<file path="src/design/zcem_pkg.sv">
// Package: shared types, constants and helpers for the zero-crossing edge magnitude block.
`timescale 1ns / 1ps

package zcem_pkg;

  localparam int SAMPLE_BITS = 16;
  localparam int MAX_WIDTH   = 2048;
  localparam int COL_BITS    = 11;
  localparam int ROW_BITS    = 12;
  localparam int CFG_BITS    = 12;
  localparam int MAG_OUT_BITS = 16;
  localparam int SUM_BITS    = SAMPLE_BITS + 2;
  localparam int ABS_BITS    = SUM_BITS - 1;
  localparam int PROD_BITS   = 2 * ABS_BITS;
  localparam int RECIP_SHIFT = 18;
  localparam int LINE_BITS   = 2 * SAMPLE_BITS;
  localparam int PADDR_BITS  = 3;
  localparam int PDATA_BITS  = 32;
  localparam int FIFO_DEPTH  = 8;
  localparam int FIFO_PTR_BITS = 3;
  localparam int FIFO_CNT_BITS = 4;
  localparam int CREDIT_BITS = 5;

  // ceil(2^18 / 3): exact truncating divide by three for magnitudes below 2^17
  localparam logic [ABS_BITS-1:0] RECIP3 = 17'd87382;

  localparam logic [CFG_BITS-1:0] WIDTH_RESET  = 12'd640;
  localparam logic [CFG_BITS-1:0] HEIGHT_RESET = 12'd480;
  localparam logic [CFG_BITS-1:0] MIN_DIM      = 12'd3;
  localparam logic [CFG_BITS-1:0] MAX_COLS     = 12'd2048;

  typedef enum logic {
    REG_IMAGE_WIDTH  = 1'b0,
    REG_IMAGE_HEIGHT = 1'b1
  } reg_idx_t;

  typedef logic signed [SAMPLE_BITS-1:0] sample_t;

  typedef struct packed {
    sample_t error_sample;
    logic    frame_start;
  } in_beat_t;

  typedef struct packed {
    logic [MAG_OUT_BITS-1:0] horizontal_mag;
    logic [MAG_OUT_BITS-1:0] vertical_mag;
    logic [MAG_OUT_BITS-1:0] edge_mag;
    logic [ROW_BITS-1:0]     center_row;
    logic [COL_BITS-1:0]     center_col;
    logic                    frame_last;
  } out_beat_t;

  typedef struct packed {
    logic                emit;
    logic [ROW_BITS-1:0] row;
    logic [COL_BITS-1:0] col;
    logic                last;
  } tag_t;

  typedef struct packed {
    logic    valid;
    sample_t above;
    sample_t centre;
    sample_t sample;
    tag_t    tag;
  } win_col_t;

  typedef struct packed {
    logic      valid;
    out_beat_t beat;
  } result_t;

  typedef struct packed {
    logic s2;
    logic s3;
    logic s4;
  } flt_status_t;

  function automatic logic signed [SUM_BITS-1:0] sum3(sample_t a, sample_t b, sample_t c);
    return SUM_BITS'(a) + SUM_BITS'(b) + SUM_BITS'(c);
  endfunction

endpackage

</file>
<file path="src/design/zcem_filter.sv">
// 3x3 window, averages of three and zero-crossing magnitudes.
`timescale 1ns / 1ps

module zcem_filter
  import zcem_pkg::*;
(
  input  logic        clk,
  input  logic        rst_n,
  input  win_col_t    col_i,
  output result_t     res_o,
  output flt_status_t status_o
);

  sample_t win_r [3][3];

  logic v2_r, v3_r, v4_r;
  tag_t tag2_r, tag3_r, tag4_r;

  logic [ABS_BITS-1:0]     abs3_r [4];
  logic                    neg3_r [4];
  logic [MAG_OUT_BITS-1:0] q4_r   [4];
  logic                    neg4_r [4];

  logic signed [SUM_BITS-1:0] sum_w [4];
  logic [PROD_BITS-1:0]       prod_w [4];
  logic                       pos_w [4];
  logic                       ngt_w [4];
  logic [MAG_OUT_BITS-1:0]    hm_w, vm_w, em_w;

  always_ff @(posedge clk) begin
    if (!rst_n) begin
      for (int i = 0; i < 3; i++) begin
        for (int j = 0; j < 3; j++) begin
          win_r[i][j] <= '0;
        end
      end
    end else if (col_i.valid) begin
      for (int i = 0; i < 3; i++) begin
        win_r[i][0] <= win_r[i][1];
        win_r[i][1] <= win_r[i][2];
      end
      win_r[0][2] <= col_i.above;
      win_r[1][2] <= col_i.centre;
      win_r[2][2] <= col_i.sample;
    end
  end

  always_ff @(posedge clk) begin
    if (!rst_n) begin
      v2_r <= 1'b0;
      v3_r <= 1'b0;
      v4_r <= 1'b0;
    end else begin
      v2_r <= col_i.valid && col_i.tag.emit;
      v3_r <= v2_r;
      v4_r <= v3_r;
    end
  end

  // right, left, below, above
  always_comb begin
    sum_w[0] = sum3(win_r[0][2], win_r[1][2], win_r[2][2]);
    sum_w[1] = sum3(win_r[0][0], win_r[1][0], win_r[2][0]);
    sum_w[2] = sum3(win_r[2][0], win_r[2][1], win_r[2][2]);
    sum_w[3] = sum3(win_r[0][0], win_r[0][1], win_r[0][2]);
  end

  always_ff @(posedge clk) begin
    tag2_r <= col_i.tag;
    tag3_r <= tag2_r;
    tag4_r <= tag3_r;
    for (int k = 0; k < 4; k++) begin
      neg3_r[k] <= sum_w[k][SUM_BITS-1];
      abs3_r[k] <= sum_w[k][SUM_BITS-1] ? ABS_BITS'(-sum_w[k]) : ABS_BITS'(sum_w[k]);
      neg4_r[k] <= neg3_r[k];
      q4_r[k]   <= prod_w[k][RECIP_SHIFT +: MAG_OUT_BITS];
    end
  end

  always_comb begin
    for (int k = 0; k < 4; k++) begin
      prod_w[k] = PROD_BITS'(abs3_r[k]) * PROD_BITS'(RECIP3);
      pos_w[k]  = !neg4_r[k] && (q4_r[k] != '0);
      ngt_w[k]  = neg4_r[k] && (q4_r[k] != '0);
    end
    if ((pos_w[0] && ngt_w[1]) || (ngt_w[0] && pos_w[1])) begin
      hm_w = (q4_r[0] > q4_r[1]) ? q4_r[0] : q4_r[1];
    end else begin
      hm_w = '0;
    end
    if ((pos_w[2] && ngt_w[3]) || (ngt_w[2] && pos_w[3])) begin
      vm_w = (q4_r[2] > q4_r[3]) ? q4_r[2] : q4_r[3];
    end else begin
      vm_w = '0;
    end
    em_w = (hm_w > vm_w) ? hm_w : vm_w;
  end

  assign res_o.valid               = v4_r;
  assign res_o.beat.horizontal_mag = hm_w;
  assign res_o.beat.vertical_mag   = vm_w;
  assign res_o.beat.edge_mag       = em_w;
  assign res_o.beat.center_row     = tag4_r.row;
  assign res_o.beat.center_col     = tag4_r.col;
  assign res_o.beat.frame_last     = tag4_r.last;

  assign status_o.s2 = v2_r;
  assign status_o.s3 = v3_r;
  assign status_o.s4 = v4_r;

endmodule

</file>
<file path="config.mk">
export PLATFORM = sky130hd
export DESIGN_NAME = zcem_filter
export DESIGN_NICKNAME = d
export VERILOG_FILES = /design/src/design/zcem_pkg.sv /design/src/design/zcem_filter.sv
export SDC_FILE = /design/constraint.sdc
export NUM_CORES = 2
export LEC_CHECK = 0
export BUFFER_PORTS_ARGS = -buffer_cell sky130_fd_sc_hd__buf_2
export CAP_MARGIN = 40
export CORE_MARGIN = 5
export CORE_UTILIZATION = 30
export DETAILED_ROUTE_END_ITERATION = 6
export GPL_ROUTABILITY_DRIVEN = 0
export RECOVER_POWER = 25
export SYNTH_ARGS = -nofsm -noshare
export SYNTH_HDL_FRONTEND = slang
export SYNTH_SLANG_ARGS = --single-unit
</file>
<file path="constraint.sdc">
create_clock -name clk -period 13.58 [get_ports clk]
set_input_delay 1.358 -clock clk [delete_from_list [all_inputs] [get_ports clk]]
set_output_delay 1.358 -clock clk [all_outputs]
set_load 0.02 [all_outputs]
</file>
; After elaboration in Yosys (flattened, before gate mapping)
; Memory sizes are Yosys's and may differ from the RTL's.
; Cells that the tools add are included.
[classes]
n_lt_le_gt_ge = 3
n_shift = 0
n_reduce_logical = 23
div_mod_pow = 0
multipliers = 4
n_addsub = 12
eq_ne = 0
muxes = 22
bitwise_logic = 9
[ops]
columns = cell, n
row1 = 16-bit two-way mux, 14
row2 = "17-bit by 16-bit multiplier with 33-bit output, second input constant", 4
row3 = 17-bit by 16-bit adder with 18-bit output, 4
row4 = 16-bit by 16-bit adder with 17-bit output, 4
row5 = 17-bit two-way mux, 4
row6 = 17-bit negation, 4
row7 = 16-bit nonzero test, 4
row8 = 16-bit > comparator, 3
row9 = 1-bit logical AND, 13
row10 = 1-bit bitwise OR, 9
row11 = 1-bit zero test, 4
row12 = 1-bit two-way mux, 4
row13 = 1-bit logical OR, 2
[word_totals]
elab_cells = 90
latchBits = 0
ramBits = 284
romBits = 0
regBits = 75
memories = 5
in_bits = 76
out_inout_bits = 76
[mem_list]
columns = memory, depth, width, read_ports, rd_ports_with_merged_regs, write_ports, line_no
row1 = win_r, 3, 48, 3, 0, 3, zcem_filter.sv:14  ; sample_t win_r [3][3];
row2 = abs3_r, 4, 17, 4, 0, 4, zcem_filter.sv:19  ; logic [ABS_BITS-1:0] abs3_r [4];
row3 = q4_r, 4, 16, 4, 0, 4, zcem_filter.sv:21  ; logic [MAG_OUT_BITS-1:0] q4_r [4];
row4 = neg3_r, 4, 1, 4, 0, 4, zcem_filter.sv:20  ; logic neg3_r [4];
row5 = neg4_r, 4, 1, 4, 0, 4, zcem_filter.sv:22  ; logic neg4_r [4];

; Logic depth before layout (Yosys ltp)
; An unclocked memory read counts as a cell.
[logic_depth]
depth_word = 8
depth_mapped = 24

; Worst setup path after synthesis
; Ideal clock, no wire load.
[synth_timing]
path_kind = flip-flop to output port
startpoint = memory q4_r[3][9]
endpoint = output res_o[29] in the netlist's numbering
t_required_ns = 12.222
path_stages_with_launch = 23
setup_slack_ns = 7.162
arrival_ns = 5.060
path_cell_list = dfxtp_1 -> inv_1 -> ha_1 -> a21o_1 -> a21o_1 -> a21o_1 -> a21oi_1 -> nor2_1 -> o32ai_2 -> buf_2 -> mux2i_1 -> or2_2 -> ha_1 -> a21o_1 -> a21o_1 -> a21o_1 -> a21o_1 -> a21o_1 -> o21a_1 -> o31ai_1 -> a21oi_1 -> clkbuf_1 -> mux2i_1
[synth_rtl]
columns = item, line_no
row1 = from (decl), zcem_filter.sv:21
row2 = to (decl), zcem_filter.sv:10  ; output result_t res_o,

==> summary.md <==
| Metric | Value |
|---|---|
| Vertical extent of the die | 358.6 µm |
| Drt initial violations | 1562 |
| Slowest cell on crit path | sky130_fd_sc_hd__o32ai_2 |
| Count of nets left with antenna violations after detail routing | 0 |
| Drt total wl | 86830 µm |
| Placeable core region | 0.1203 mm² |
| Synth Warn # | 0 |
| Initial Utilization | 30.30% |
| TritonCTS Buffers | 44 |
| Synth unique cells | 84 |
| Clock tree from TritonCTS | built |
| Master cell of the clock root buffer | sky130_fd_sc_hd__clkbuf_16 |
| Layout filler cell count | 12260 |
| CP dominant cell by count | sky130_fd_sc_hd__a21o_1 |
| Count of flip-flops with a built-in enable after synthesis | 144 |
| Number of instances in the synthesized netlist | 3560 |
| Cell with the most instances after synthesis | sky130_fd_sc_hd__inv_1 |
| Net total in the final layout | 4843 |
| Yosys reg bits | 359 |
| Count of pins on the block boundary | 152 |
| Final count of negative-setup-slack endpoints | 0 |
| Post-cts repair resize count | 0 |
| Worst-case clock skew | 0.03444 ns |
| Critical Path Source Type | flip-flop |
| Cells after DPL | 5277 |
| Clock Tree Buf Depth | 3 |
| Total Neg Setup Slack | 0 ns |
| Number of violations of the max-capacitance limit | 2 |
| Max H-tree Level | 2 |
| Count of port buffers added during placement | 151 |
| Flip-flop and latch area | 0.008628 mm² |
| Vias in the first global route | 25170 |
| Die Width | 358.6 µm |
| Clock insertion delay at the later pin of the skew report | 0.63 ns |
| Sequential area share after synthesis | 23.67% |
| Critical setup path kind | flip-flop to primary output |
| Synth Area per Inst | 10.24 µm² |
| Routed wire length per instance | 16.21 µm |
| Critical Path RT | 12.22 ns |
| Critical-path cell list | inv_1, ha_1, a21o_1, a21o_1, a21o_1, a21oi_1, nor2_1, o32ai_2, buf_4, mux2i_1, or2_2, ha_1, a21o_1, a21o_1, a21o_1, a21o_1, a21o_1, o31ai_1, a21oi_2, buf_8, mux2_2, buf_2 |
| Number of clock sinks | 359 |
| Row count | 127 |
| Floorplan die area | 0.1286 mm² |
| Number of max-slew violations in the final report | 108 |
| Post-CTS Setup Inserts | 0 |
| Top cell type's share of synthesized area | 22.85% |
| Via/cell ratio | 4.628 |
| Relative slew slack | -93.75% |
| Total vias in the final route | 24800 |
| Final Hold Vio Count | 0 |
| Ratio of cells with drive above 1 in the final layout | 7.288% |
| DRC violation count after routing | 0 |
| Most frequently used flop master after synthesis | sky130_fd_sc_hd__dfxtp_1 |
| Transition time of the tightest slew-check pin | 2.906 ns |
| Tcrit/Tclk final | 52.45% |
| Placed cell areas | 0.03913 mm² |
| Multi-input gate area | 0.02455 mm² |
| Net count of the mapped netlist | 4692 |
| Antenna fix cells | 0 |
| Detailed Routing Iterations Pass 1 | 5 |
| Result of the run | complete, but fails checks |
| GRT Util Overall | 13.51% |
| Unrepaired setup endpoints after global routing | no |
| Post-synthesis to final-layout area growth | 11.51% |
| Crit end category | primary output |
| Top cell type by total area after synthesis | sky130_fd_sc_hd__fa_1 |
| Hold buffer count at cts | 0 |
| Clock edge transition at the registers on the reported setup and hold paths | 0.07 ns |
| Congestion Overflow GR | 0 |
| Cell types with the largest area share after synthesis | sky130_fd_sc_hd__fa_1 23%, sky130_fd_sc_hd__ha_1 22%, sky130_fd_sc_hd__edfxtp_1 12%, sky130_fd_sc_hd__dfxtp_1 12%, sky130_fd_sc_hd__inv_1 8.3% |
| Fin cells | 5358 |
| Worst path bufs/invs | 4 |
| Post-Syn Area | 0.03645 mm² |
| Pin count of the biggest net entering global routing | 94 |
| Placed wire-length estimate after detailed placement | 73560 µm |
| Critical path's top delay family | compound AO/OA/AOI/OAI gates |
| Worst endpoint data arrival time | 5.76 ns |
| Maximum net fanout on the critical path | 13 |
| Fraction of registers with async set or reset after synthesis | 0% |
| Failing checks | max-capacitance violations, max-slew violations |
| Critical path's largest stage delay | 0.64 ns |
| First-pass GRT wire length | 139100 µm |
| Area of all placed cells without fillers | 0.04064 mm² |
| Antenna violations before repair | 1 |
| Maximum operating frequency | 140.4 MHz |
| Worst min-delay path class | flip-flop to flip-flop |
| Final critical delay including setup and external delays | 7.123 ns |
| Synth top cells by count | 803 x sky130_fd_sc_hd__inv_1, 640 x sky130_fd_sc_hd__ha_1, 416 x sky130_fd_sc_hd__fa_1, 215 x sky130_fd_sc_hd__dfxtp_1, 170 x sky130_fd_sc_hd__and3_1 |
-- cells by family (layout without fill, tap and decap cells) --
family                   count (synthesis)  count (layout)  synth area share (%)
AO/OA/AOI/OAI                          469             469                 8.623
XOR/XNOR                               162             162                 3.914
adder cells (fa/ha/maj)               1056            1056                 44.82
AND/OR/NAND/NOR                        613             613                 8.932
multiplexers                            38              38                 1.068
flip-flops                             359             359                 23.67
buffers and inverters                  863            1049                 8.970
-- final timing paths --
check | endpoint | from | slack, ns | cells after the start
worst max-delay path | res_o[24] | q4_r[3][9] | 6.46 | 22
worst min-delay path | res_o[0] | tag3_r[0] | 0.31 | 0
worst min register to register | res_o[0] | tag3_r[0] | 0.31 | 0
worst max register to register | q4_r[0][13] | abs3_r[0][1] | 7.31 | 20
-- worst reg2reg max path, delay by kind of cell, from the launching register on --
kind / cells / cell delay [ns]
fa+ha+maj: 7 / 2.82
compound gates: 7 / 1.74
flops: 1 / 0.51
buf+inv: 3 / 0.34
xor+xnor: 1 / 0.33
simple gates: 2 / 0.40
-- per-stage QoR --
stage          util, %  hold slack (ns)  worst slack (ns)
3_3_place_gp     32.45           0.3098             6.891
6_report         33.79           0.3145             6.457
2_1_floorplan        -           0.3096             7.162
3_5_place_dp     32.53           0.3121             7.092
5_1_grt          33.79           0.3165             6.056
4_1_cts          33.82           0.3061             6.400
-- state kept, by name, summed over array words and instances, names as in the netlist --
name	cells
tag3_r	24
v2_r	1
v3_r	1
abs3_r	68
win_r	144
tag2_r	24
v4_r	1
res_o	24
neg3_r	4
q4_r	64
neg4_r	4
-- layout make-up --
class,count,share of cell area (%)
Timing Repair Buffer,164,2.158
Tap cell,1612,4.963
Clock buffer,51,2.851
Multi-Input combinational cell,2338,60.41
Inverter,804,7.426
Sequential cell,359,21.23
Clock inverter,30,0.9575
-- placed cells by master (no fill, tap or decap), types with 8 or more instances in the layout --
master	n
sky130_fd_sc_hd__a211o_1	8
sky130_fd_sc_hd__a211oi_1	25
sky130_fd_sc_hd__a21boi_0	18
sky130_fd_sc_hd__a21o_1	57
sky130_fd_sc_hd__a21oi_1	108
sky130_fd_sc_hd__a31oi_1	18
sky130_fd_sc_hd__and2_1	9
sky130_fd_sc_hd__and3_1	170
sky130_fd_sc_hd__buf_2	150
sky130_fd_sc_hd__clkbuf_1	9
sky130_fd_sc_hd__clkbuf_16	45
sky130_fd_sc_hd__dfxtp_1	215
sky130_fd_sc_hd__edfxtp_1	144
sky130_fd_sc_hd__fa_1	416
sky130_fd_sc_hd__ha_1	640
sky130_fd_sc_hd__inv_1	803
sky130_fd_sc_hd__mux2i_1	34
sky130_fd_sc_hd__nand2_1	95
sky130_fd_sc_hd__nand2b_1	13
sky130_fd_sc_hd__nand3_1	33
sky130_fd_sc_hd__nand3b_1	8
sky130_fd_sc_hd__nand4_1	22
sky130_fd_sc_hd__nor2_1	116
sky130_fd_sc_hd__nor2b_1	15
sky130_fd_sc_hd__nor3_1	60
sky130_fd_sc_hd__nor4_1	22
sky130_fd_sc_hd__o211ai_1	11
sky130_fd_sc_hd__o21a_1	32
sky130_fd_sc_hd__o21ai_0	91
sky130_fd_sc_hd__o31ai_1	14
sky130_fd_sc_hd__or2_2	20
sky130_fd_sc_hd__or3_1	11
sky130_fd_sc_hd__xnor2_1	109
sky130_fd_sc_hd__xor2_1	52
-- routing by layer --
metal / routed length [µm] / vias up / global-route usage [%]
met3: 4461 / 84 / 1.872
li1: - / 12140 / -
met4: 1291 / 0 / 2.402
met2: 35660 / 551 / 20.10
met5: 0 / - / 0
met1: 45420 / 12020 / 20.98
Power is not shown: default switching activity piles up to over one toggle a cycle in this logic, so the estimate is an artifact.
